===== config.mk =====
export PLATFORM = sky130hd
export DESIGN_NAME = palu_div
export DESIGN_NICKNAME = d
export VERILOG_FILES = /design/src/rtl/core/palu_pkg.sv /design/src/rtl/core/palu_div.sv
export SDC_FILE = /design/constraint.sdc
export NUM_CORES = 1
export LEC_CHECK = 0
export BUFFER_PORTS_ARGS = -buffer_cell sky130_fd_sc_hd__buf_2
export CORE_AREA = 4 4 180 182
export CTS_CLUSTER_DIAMETER = 80
export DETAILED_ROUTE_END_ITERATION = 10
export DIE_AREA = 0 0 184 186
export PLACE_DENSITY = 0.67
export SYNTH_ARGS = -nofsm -noshare
export SYNTH_HDL_FRONTEND = slang
export SYNTH_SLANG_ARGS = --single-unit

===== constraint.sdc =====
create_clock -name clock -period 4.4 [get_ports clock]
set_input_delay 0.88 -clock clock [delete_from_list [all_inputs] [get_ports clock]]
set_output_delay 0.88 -clock clock [all_outputs]
set_load 0.01 [all_outputs]

===== src/rtl/core/palu_pkg.sv =====
// ----------------------------------------------------------------------------
// palu_pkg
// Types and constants shared by the passive-aggressive linear update block.
// ----------------------------------------------------------------------------
package palu_pkg;

   localparam logic [1:0] OP_SAMPLE = 2'd0;
   localparam logic [1:0] OP_LOAD   = 2'd1;
   localparam logic [1:0] OP_READ   = 2'd2;
   localparam logic [1:0] OP_NONE   = 2'd3;

   localparam logic [1:0] MODE_PA    = 2'd0;
   localparam logic [1:0] MODE_PA1   = 2'd1;
   localparam logic [1:0] MODE_PA2   = 2'd2;
   localparam logic [1:0] MODE_SPARE = 2'd3;

   localparam logic [0:0] CSR_MODE = 1'd0;
   localparam logic [0:0] CSR_AGGR = 1'd1;

   localparam logic KIND_LOSS = 1'b0;
   localparam logic KIND_READ = 1'b1;

   localparam logic [31:0] TAU_CAP = 32'hFFFF_FFFF;

   // divider request
   typedef struct packed {
      logic        start;
      logic [63:0] num;
      logic [63:0] den;
      logic [6:0]  frac_bits;
   } div_req_type;

   typedef struct packed {
      logic        done;
      logic        sat;
      logic [63:0] quo;
   } div_rsp_type;

endpackage


===== src/rtl/core/palu_div.sv =====
// ----------------------------------------------------------------------------
// palu_div
// Shared restoring divider: floor(num * 2^frac_bits / den), one quotient bit
// per cycle over 64 + frac_bits steps. The sat flag marks a quotient that
// does not fit in 64 bits.
// ----------------------------------------------------------------------------
module palu_div (
   input  logic                  clock,
   input  logic                  reset,
   input  palu_pkg::div_req_type req,
   output palu_pkg::div_rsp_type rsp
);

   logic [64:0]  rem_ff, rem_in;
   logic [63:0]  quo_ff, quo_in;
   logic [63:0]  num_ff, num_in;
   logic [63:0]  den_ff, den_in;
   logic [6:0]   cnt_ff, cnt_in;
   logic         busy_ff, busy_in;
   logic         sat_ff, sat_in;
   logic         done_ff, done_in;
   logic [64:0]  shifted;
   logic         ge;

   always_comb begin
      shifted = {rem_ff[63:0], num_ff[63]};
      ge      = shifted >= {1'b0, den_ff};
   end

   // one shift-subtract step per cycle
   always_comb begin
      rem_in  = rem_ff;
      quo_in  = quo_ff;
      num_in  = num_ff;
      den_in  = den_ff;
      cnt_in  = cnt_ff;
      busy_in = busy_ff;
      sat_in  = sat_ff;
      done_in = 1'b0;
      if (req.start) begin
         rem_in  = '0;
         quo_in  = '0;
         num_in  = req.num;
         den_in  = req.den;
         cnt_in  = 7'd64 + req.frac_bits;
         busy_in = 1'b1;
         sat_in  = 1'b0;
      end else if (busy_ff) begin
         rem_in = ge ? shifted - {1'b0, den_ff} : shifted;
         quo_in = {quo_ff[62:0], ge};
         num_in = {num_ff[62:0], 1'b0};
         sat_in = sat_ff | quo_ff[63];
         cnt_in = cnt_ff - 7'd1;
         if (cnt_ff == 7'd1) begin
            busy_in = 1'b0;
            done_in = 1'b1;
         end
      end
   end

   always_ff @(posedge clock) begin
      if (reset) begin
         busy_ff <= 1'b0;
         done_ff <= 1'b0;
         cnt_ff  <= '0;
      end else begin
         busy_ff <= busy_in;
         done_ff <= done_in;
         cnt_ff  <= cnt_in;
      end
      rem_ff <= rem_in;
      quo_ff <= quo_in;
      num_ff <= num_in;
      den_ff <= den_in;
      sat_ff <= sat_in;
   end

   assign rsp.done = done_ff;
   assign rsp.sat  = sat_ff;
   assign rsp.quo  = quo_ff;

`ifndef SYNTHESIS
   a_done_pulse: assert property (@(posedge clock) disable iff (reset)
      done_ff |=> !done_ff) else $error("divider done held");
   a_busy_clear: assert property (@(posedge clock) disable iff (reset)
      done_ff |-> !busy_ff) else $error("divider busy at done");
   a_cnt_run: assert property (@(posedge clock) disable iff (reset)
      busy_ff |-> cnt_ff != 7'd0) else $error("divider count empty while busy");
`endif

endmodule


==> results of run 1 <==
[critical path, cell delays in order, from the launching register on]
cell	delay, ns
edfxtp_1	0.33
inv_1	0.04
ha_1	0.36
a21oi_1	0.27
nand2_1	0.08
a221oi_1	0.38
a21oi_1	0.13
a211oi_1	0.52
a2111oi_4	0.17
o21a_2	0.29
nor2_4	0.58
buf_12	0.26
nand2_1	0.07
a311oi_1	0.28
[layer usage]
| layer | global-route usage, % | wire (um) | vias to the layer above |
|---|---|---|---|
| li1 | - | - | 5665 |
| met1 | 27.3 | 15900 | 5350 |
| met2 | 32.3 | 16000 | 407 |
| met3 | 7.07 | 3540 | 84 |
| met4 | 4.58 | 852 | 22 |
| met5 | 0 | 129 | - |
[registers in the layout (all words and copies together), names as in the netlist]
name / flops
quo_ff: 64
sat_ff: 1
den_ff: 64
cnt_ff: 7
done_ff: 1
busy_ff: 1
num_ff: 64
rem_ff: 64
[cell type report]
| cell class | instances | area [um^2] |
|---|---|---|
| clock buffers | 43 | 842 |
| repair buffers | 215 | 1150 |
| multi-input cells | 1037 | 7050 |
| flip-flops and latches | 266 | 6610 |
| diodes | 1 | 2.50 |
| well taps | 396 | 495 |
| fillers | 2827 | 13900 |
| inverters | 87 | 327 |
| clock inverters | 13 | 176 |
[worst min-delay path by stage]
stage                      end  slack, ns  startpoint
detailed placement   rem_ff[6]       0.46   rem_ff[6]
finish               rem_ff[6]       0.47   rem_ff[6]
global route        den_ff[58]       0.44     req[65]
CTS                 den_ff[57]       0.44     req[64]
floorplan               sat_ff       0.44      sat_ff
global placement        sat_ff       0.45      sat_ff
[kinds of logic after synthesis]
| kind of cell | after synthesis | synth area share [%] |
|---|---|---|
| AO/OA/AOI/OAI | 353 | 16.6 |
| multiplexers | 140 | 10.3 |
| AND/OR/NAND/NOR | 423 | 13.0 |
| adder cells (fa/ha/maj) | 67 | 5.90 |
| XOR/XNOR | 54 | 3.30 |
| buffers and inverters | 173 | 4.79 |
| flip-flops | 266 | 46.1 |
[stage by stage]
step / total power, W / instances / utilization [%]
6_report: 0.00672 / 2058 / 54.4
5_1_grt: 0.00704 / 2058 / 54.4
4_1_cts: 0.00677 / 2057 / 54.4
3_5_place_dp: 0.00420 / 2001 / 51.1
3_3_place_gp: 0.00418 / 2001 / 51.1
2_1_floorplan: 0.00385 / 1476 / -
[placed cells by master, fill, tap and decap left out, types with 23 or more instances in the layout]
cell / synthesis / layout
dfxtp_1: 138 / 137
o21ai_0: 45 / 45
xor2_1: 23 / 23
inv_1: 87 / 86
nand2_1: 138 / 137
xnor2_1: 31 / 31
a21oi_1: 96 / 96
a311oi_1: 35 / 35
mux2i_1: 77 / 77
nor2_1: 164 / 163
ha_1: 66 / 66
nand3_1: 28 / 28
clkbuf_16: 0 / 30
a21o_1: 40 / 40
mux2_2: 63 / 63
edfxtp_1: 128 / 128
buf_2: 6 / 202
[report_power, final]
group	internal (W)	switching, W
Clock	0.00151	0.00103
Sequential	0.00278	0.0000906
Combinational	0.000522	0.000774
==> qor.yml, run 1 <==
cts_hold_buf: 0
num_io_pins: 204
synth-main-ff-cell: "dfxtp_1"
synth.most_common_cell: "nor2_1"
post_dp_cell_area_um2: 15600
crit_type: "flip-flop to flip-flop"
period_minus_slack_ns: 3.89
cts_tree: "built"
min_period_over_period_pct: 88.4
die_h_um: 186
drv_slew: 0
p_per_area_nw_per_um2: 403
critPathLaunch: "den_ff[31]"
synth.yosys.seq_area_share_pct: 46.1
grt_max_degree: 153
core_area_um2: 30600
rr_worst_depth: 13
routed_wl_mm: 36.4
drive_gt1_share_pct: 20.3
required_ns: 4.85
h-tree-depth: 1
cap_violations: 0
track_usage_pct: 20.4
route.detailed.drc: 0
hold_violations: 0
synth_edf_count: 128
routed_via_density: 5.60
avgSynthCellArea_um2: 9.71
ys_top_cells_by_count: "164 x nor2_1, 138 x dfxtp_1, 138 x nand2_1"
start_util_pct: 46.8
setup_viol: 0
skew_ns: 0.0304
drtAntennaViolNets: 0
synth_area_leader_cell: "edfxtp_1"
post-place-ws_ns: 0.569
clkLatencyLatePin_ns: 0.58
numCtsBuffers: 30
synth_nets: 1681
worst_slack_ns: 0.508
r2r_start: "den_ff[31]"
syn2layout_area_growth_pct: 16.2
design_area_um2: 16700
dieArea_um2: 34200
clockBufferDepth: 3
cts_root_buf: "clkbuf_16"
clock_sinks: 266
max_freq_mhz: 257
tns_ns: 0
max_slew_margin_pct: 29.8
synthCells: 1476
portBuffers: 203
drt-initial-drc-count: 801
crit_path_end: "rem_ff[10]"
fin_nets: 1842
grt_first_pass_wirelength_mm: 57.6
ir_drop_mv: 0.357
whs_ns: 0.470
r2r_slack_ns: 0.51
die_w_um: 184
grt_pass1_vias: 11100
cp-start-kind: "flip-flop"
cts_resized: 0
status: "complete, no violations"
ys_warn_count: 0
via_count: 11500
p_leak_nw: 7.13
rsz0062_at_grt: "no"
cts.clk_slew.worst_paths_ns: 0.06
syn_area_um2: 14300
hold_path.class: "flip-flop to flip-flop"
synth.top_cell.area_share_pct: 26.8
r2r_end: "rem_ff[10]"
ys_top_cells_by_area: "edfxtp_1 27%, dfxtp_1 19%, ha_1 5.8%, mux2i_1 5.4%, mux2_2 5.0%"
wl_per_cell_um: 17.7
antenna_found_initial: 12
worst_slew_pin_slew_ns: 1.05
dp_hpwl_mm: 25.6
worstPathArrival_ns: 4.34
cp_max_fo: 26
post_cts_buffers: 0
drtPass1Iterations: 6
ys_types: 70
whs_path_depth: 2
grt.overflow.total: 0
fp-row-count: 64
synthArstFlopShare_pct: 0
cp-end-kind: "flip-flop"
synth-seq-cells: 266
place_congestion: 0.966
Note: power is estimated with default switching activity, not from simulation.
==> run 2: changes to the inputs <==
--- a/config.mk
+++ b/config.mk
@@ -10,6 +10,7 @@
 export CTS_CLUSTER_DIAMETER = 80
 export DETAILED_ROUTE_END_ITERATION = 10
 export DIE_AREA = 0 0 184 186
+export MAX_ROUTING_LAYER = met4
 export PLACE_DENSITY = 0.67
 export SYNTH_ARGS = -nofsm -noshare
 export SYNTH_HDL_FRONTEND = slang
==> run 2 against run 1 <==
Routed wire length grew 0.49%. Clock-buffer cell count shrank 4. Critical path depth is the same. Highest routed layer is now met4. Register-to-register slack is essentially flat. Sequential share of layout area shrank 0.15 points. Largest cell class unchanged. Worst setup slack lost 0.0058 ns. Clock power grew 2%. Via count is essentially flat.
==> qor.yml, run 2 (synthesized netlist as in run 1, its figures left out) <==
setup_viol: 0  # unchanged
route.detailed.drc: 0  # unchanged
post_cts_buffers: 0  # unchanged
dieArea_um2: 34200  # unchanged
fp-row-count: 64  # unchanged
cp_max_fo: 24  # was 26
critPathLaunch: "den_ff[31]"  # unchanged
ir_drop_mv: 0.327  # was 0.357 mV
cap_violations: 0  # unchanged
clkLatencyLatePin_ns: 0.60  # was 0.58 ns
cts_tree: "built"  # unchanged
skew_ns: 0.0245  # was 0.0304 ns
p_int_w: 0.00486  # was 0.00482 W
tns_ns: 0  # unchanged
drt-initial-drc-count: 864  # was 801
drtAntennaViolNets: 0  # unchanged
grt_first_pass_wirelength_mm: 58.0  # was 57.6 mm
drv_slew: 0  # unchanged
hold_path_startpoint: "req[54]"  # was rem_ff[6]
worstPathArrival_ns: 4.39  # was 4.34 ns
track_usage_pct: 21.3  # was 20.4%
r2r_end: "rem_ff[14]"  # was rem_ff[10]
hold_path.class: "primary input to flip-flop"  # was flip-flop to flip-flop
h-tree-depth: 1  # unchanged
worst_slew_pin_slew_ns: 0.918  # was 1.05 ns
via_count: 11500  # about the same
p_leak_nw: 7.15  # was 7.13 nW
cts.clk_slew.worst_paths_ns: 0.06  # about the same
routed_via_density: 5.55  # was 5.60
share_seq_of_total_power_pct: 42.4  # was 42.8%
clockBufferDepth: 3  # unchanged
p_total_w: 0.00678  # was 0.00672 W
crit_type: "flip-flop to flip-flop"  # unchanged
die_h_um: 186  # unchanged
start_util_pct: 46.8  # unchanged
p_sw_w: 0.00192  # was 0.00190 W
cp-end-kind: "flip-flop"  # unchanged
grt_pass1_vias: 11200  # was 11100
fin_nets: 1845  # was 1842
required_ns: 4.89  # was 4.85 ns
routed_wl_mm: 36.6  # was 36.4 mm
final_cell_mix: "202 x buf_2, 163 x nor2_1, 137 x nand2_1, 137 x dfxtp_1, 128 x edfxtp_1"  # unchanged
die_w_um: 184  # unchanged
worst_slack_ns: 0.502  # was 0.508 ns
rsz0062_at_grt: "no"  # unchanged
max_freq_mhz: 257  # about the same
cp-start-kind: "flip-flop"  # unchanged
wl_per_cell_um: 17.6  # was 17.7 um
p_per_area_nw_per_um2: 406  # was 403 nW/um^2
hold_violations: 0  # unchanged
rr_worst_depth: 13  # unchanged
cts_resized: 0  # unchanged
num_io_pins: 204  # unchanged
clock_sinks: 266  # unchanged
pwr-share-clk_pct: 38.5  # was 37.9%
syn2layout_area_growth_pct: 16.7  # was 16.2%
numCtsBuffers: 31  # was 30
cts_root_buf: "clkbuf_16"  # unchanged
drtPass1Iterations: 5  # was 6
critPathMaxStageDelay_ns: 0.56  # was 0.58 ns
fill_cells: 2791  # was 2827
portBuffers: 203  # unchanged
min_period_over_period_pct: 88.6  # was 88.4%
status: "complete, no violations"  # unchanged
core_area_um2: 30600  # unchanged
grt.overflow.total: 0  # unchanged
max_slew_margin_pct: 38.8  # was 29.8%
r2r_start: "den_ff[31]"  # unchanged
path_cells: "inv_1, ha_1, a21oi_1, nand2_1, a221oi_1, a21oi_1, a211oi_1, a2111oi_4, o21a_2, nor2_4, buf_12, nand2_1, a311oi_1"  # unchanged
post-place-ws_ns: 0.551  # was 0.569 ns
mostFrequentLayoutCell: "buf_2"  # unchanged
place_congestion: 0.941  # was 0.966
power.share.combinational_pct: 19.0  # was 19.3%
cp_slowest_cell: "nor2_4"  # unchanged
grt_max_degree: 91  # was 153
min_to: "den_ff[47]"  # was rem_ff[6]
drive_gt1_share_pct: 20.5  # was 20.3%
swShare_pct: 28.3  # about the same
period_minus_slack_ns: 3.90  # was 3.89 ns
r2r_slack_ns: 0.50  # was 0.51 ns
antenna_found_initial: 15  # was 12
dp_hpwl_mm: 26.0  # was 25.6 mm
whs_path_depth: 1  # was 2
cts_hold_buf: 0  # unchanged
[run 2: final cells by class]
type / count / area (um^2) / area share [%]
diodes: 15 / 37.5 / 0.225
flip-flops and latches: 266 / 6610 / 39.5
clock inverters: 19 / 189 / 1.13
well taps: 396 / 495 / 2.96
multi-input cells: 1037 / 7050 / 42.1
repair buffers: 217 / 1160 / 6.92
inverters: 87 / 327 / 1.95
clock buffers: 39 / 857 / 5.13
[run 2: worst max-delay path by stage]
| stage | to | cells past startpoint | slack (ns) |
|---|---|---|---|
| finish | rem_ff[14] | 13 | 0.50 |
| global route | rem_ff[14] | 13 | 0.21 |
| CTS | rem_ff[53] | 13 | 0.53 |
| detailed placement | rem_ff[46] | 13 | 0.55 |
| global placement | rem_ff[61] | 13 | 0.68 |
| floorplan | rem_ff[57] | 14 | 0.94 |
[run 2: stage by stage]
step | cells | hold WS, ns | utilization [%] | cell area [um^2]
floorplan | 1476 | 0.438 | - | 14300
global placement | 2003 | 0.451 | 51.1 | 15600
detailed placement | 2003 | 0.465 | 51.1 | 15600
CTS | 2061 | 0.437 | 54.5 | 16700
global route | 2076 | 0.444 | 54.7 | 16700
finish | 2076 | 0.462 | 54.7 | 16700
[run 2: layer usage]
layer | wire length, um | global-route usage [%]
met5 | 0 | -
met4 | 855 | 4.70
met3 | 3270 | 6.84
met2 | 16100 | 32.3
met1 | 16300 | 28.0
[run 2: critical path, delay by kind of cell (launching register included)]
kind	cells	cell delay [ns]
flops	1	0.32
compound gates	7	2.05
buf+inv	2	0.30
simple gates	3	0.76
fa+ha+maj	1	0.37
[run 2: power by group through the flow]
stage	logic [W]	registers [W]	clock network, W
floorplan	0.000957	0.00289	0
global placement	0.00126	0.00292	0
detailed placement	0.00128	0.00293	0
CTS	0.00128	0.00288	0.00268
global route	0.00142	0.00290	0.00278
finish	0.00129	0.00288	0.00261
==> run 3: changes to the inputs <==
--- a/config.mk
+++ b/config.mk
@@ -6,10 +6,10 @@
 export NUM_CORES = 1
 export LEC_CHECK = 0
 export BUFFER_PORTS_ARGS = -buffer_cell sky130_fd_sc_hd__buf_2
-export CORE_AREA = 4 4 180 182
+export CORE_AREA = 2 2 178 180
 export CTS_CLUSTER_DIAMETER = 80
 export DETAILED_ROUTE_END_ITERATION = 10
-export DIE_AREA = 0 0 184 186
+export DIE_AREA = 0 0 180 182
 export MAX_ROUTING_LAYER = met4
 export PLACE_DENSITY = 0.67
 export SYNTH_ARGS = -nofsm -noshare
==> run 3 against run 2 <==
Design area hardly changed. Clock skew is 0.0091 ns lower. First-iteration DRC count down 1.5%. Hold slack gained 0.0082 ns. Total power shrank 0.27%. Flip-flop and latch count did not move. Sequential power about the same. Combinational power hardly changed. Maximum frequency decreased by 1.6%. Clock-buffer cell count is 6 higher. Highest routed layer unchanged. Via count about the same.
==> qor.yml, run 3 (synthesized netlist as in run 1, its figures left out) <==
hold_path.class: "flip-flop to flip-flop"  # was primary input to flip-flop
place_congestion: 0.923  # was 0.941
cts_root_buf: "clkbuf_16"  # unchanged
setup_viol: 0  # unchanged
fp-row-count: 65  # was 64
cp_slowest_cell: "a2111o_1"  # was nor2_4
max_freq_mhz: 252  # was 257 MHz
clock_sinks: 266  # unchanged
drtPass1Iterations: 5  # unchanged
rr_worst_depth: 13  # unchanged
p_per_area_nw_per_um2: 405  # was 406 nW/um^2
r2r_slack_ns: 0.44  # was 0.50 ns
die_w_um: 180  # was 184 um
crit_type: "flip-flop to flip-flop"  # unchanged
dp_hpwl_mm: 25.5  # was 26.0 mm
cts_tree: "built"  # unchanged
cts_resized: 0  # unchanged
cap_violations: 0  # unchanged
tns_ns: 0  # unchanged
routed_via_density: 5.55  # about the same
via_count: 11500  # about the same
worst_slew_pin_slew_ns: 0.983  # was 0.918 ns
worst-path-stages: 13  # unchanged
num_io_pins: 204  # unchanged
h-tree-depth: 1  # unchanged
critPathLaunch: "den_ff[1]"  # was den_ff[31]
max_slew_margin_pct: 34.4  # was 38.8%
required_ns: 4.87  # was 4.89 ns
cp_max_fo: 24  # unchanged
antenna_found_initial: 12  # was 15
drive_gt1_share_pct: 20.3  # was 20.5%
cp-end-kind: "flip-flop"  # unchanged
fin_nets: 1843  # was 1845
rsz0062_at_grt: "no"  # unchanged
cp_top_family: "compound AO/OA/AOI/OAI gates"  # unchanged
routed_wl_mm: 36.2  # was 36.6 mm
syn2layout_area_growth_pct: 16.7  # about the same
skew_ns: 0.0154  # was 0.0245 ns
cts_hold_buf: 0  # unchanged
clockBufferDepth: 3  # unchanged
critPathMaxStageDelay_ns: 0.46  # was 0.56 ns
final_cell_mix: "202 x buf_2, 163 x nor2_1, 137 x nand2_1, 137 x dfxtp_1, 128 x edfxtp_1"  # unchanged
worstPathBufferInverterCount: 2  # unchanged
fin_util_pct: 53.9  # was 54.7%
hold_violations: 0  # unchanged
r2r_end: "rem_ff[48]"  # was rem_ff[14]
drtAntennaViolNets: 0  # unchanged
drt-initial-drc-count: 851  # was 864
p_leak_nw: 7.15  # about the same
cp-start-kind: "flip-flop"  # unchanged
grt_pass1_vias: 11200  # about the same
grt_max_degree: 143  # was 91
core_area_um2: 31000  # was 30600 um^2
portBuffers: 203  # unchanged
die_h_um: 182  # was 186 um
dieArea_um2: 32800  # was 34200 um^2
period_minus_slack_ns: 3.96  # was 3.90 ns
whs_path_depth: 2  # was 1
grt_first_pass_wirelength_mm: 58.0  # about the same
numCtsBuffers: 31  # unchanged
min_period_over_period_pct: 90.0  # was 88.6%
crit_path_end: "rem_ff[48]"  # was rem_ff[14]
post_cts_buffers: 0  # unchanged
clkLatencyLatePin_ns: 0.58  # was 0.60 ns
start_util_pct: 46.2  # was 46.8%
mostFrequentLayoutCell: "buf_2"  # unchanged
track_usage_pct: 22.2  # was 21.3%
grt.overflow.total: 0  # unchanged
worstPathArrival_ns: 4.43  # was 4.39 ns
drv_slew: 0  # unchanged
wl_per_cell_um: 17.4  # was 17.6 um
path_cells: "inv_1, ha_1, and2b_1, o2111ai_1, a311o_1, and3_1, a2111o_1, a2111oi_4, o21a_2, nor2_4, buf_12, or3b_1, a311oi_1"  # was inv_1, ha_1, a21oi_1, nand2_1, a221oi_1, a21oi_1, a211oi_1, a2111oi_4, o21a_2, nor2_4, buf_12, nand2_1, a311oi_1
r2r_start: "den_ff[1]"  # was den_ff[31]
ir_drop_mv: 0.314  # was 0.327 mV
status: "complete, no violations"  # unchanged
route.detailed.drc: 0  # unchanged
cts.clk_slew.worst_paths_ns: 0.06  # about the same
[run 3: cell count changes in the layout (fill, tap and decap cells not counted), sizes merged]
cell	previous run	this run
clkinv	13	7
diode	15	13
inv	88	91
clkinvlp	2	0
bufinv	3	2
buf	217	215
clkbuf	39	45
[run 3: routing by layer]
layer  vias up  global-route usage [%]  part of all wire, %
met1      5393                    28.4                   45
met2       375                    33.9                   44
met5         -                       -                    0
met3        75                    6.78                  8.5
li1       5694                       -                    -
met4         0                    6.41                  3.0
[run 3: worst min-delay path: stages, from the launching register on]
cell	delay (ns)
dfxtp_1	0.32
nand2_1	0.05
o21ai_1	0.05
[run 3: metrics by stage]
stage          cell area, um^2  setup slack (ns)  cells  power, W  hold WS (ns)
6_report                 16700             0.438   2078   0.00676         0.470
2_1_floorplan            14300             0.940   1476   0.00385         0.438
5_1_grt                  16700             0.107   2077   0.00708         0.453
3_3_place_gp             15600             0.614   2007   0.00419         0.451
3_5_place_dp             15600             0.510   2007   0.00420         0.464
4_1_cts                  16700             0.459   2065   0.00682         0.444
[run 3: worst min path at each step]
stage              start    endpoint
6_report       rem_ff[6]   rem_ff[6]
3_3_place_gp      sat_ff      sat_ff
3_5_place_dp   rem_ff[6]   rem_ff[6]
5_1_grt          req[53]  den_ff[46]
2_1_floorplan     sat_ff      sat_ff
4_1_cts          req[14]   den_ff[7]
[run 3: final cells by class]
cell class / instances / area (um^2)
flip-flops and latches: 266 / 6610
diodes: 13 / 32.5
well taps: 402 / 503
repair buffers: 215 / 1150
inverters: 87 / 327
multi-input cells: 1037 / 7050
clock buffers: 45 / 903
clock inverters: 13 / 140
fillers: 2825 / 14300
[run 3: power by group]
part / total, W / internal, W / switching, W
Combinational: 0.00129 / 0.000522 / 0.000769
Sequential: 0.00288 / 0.00278 / 0.0000927
Clock: 0.00259 / 0.00155 / 0.00105
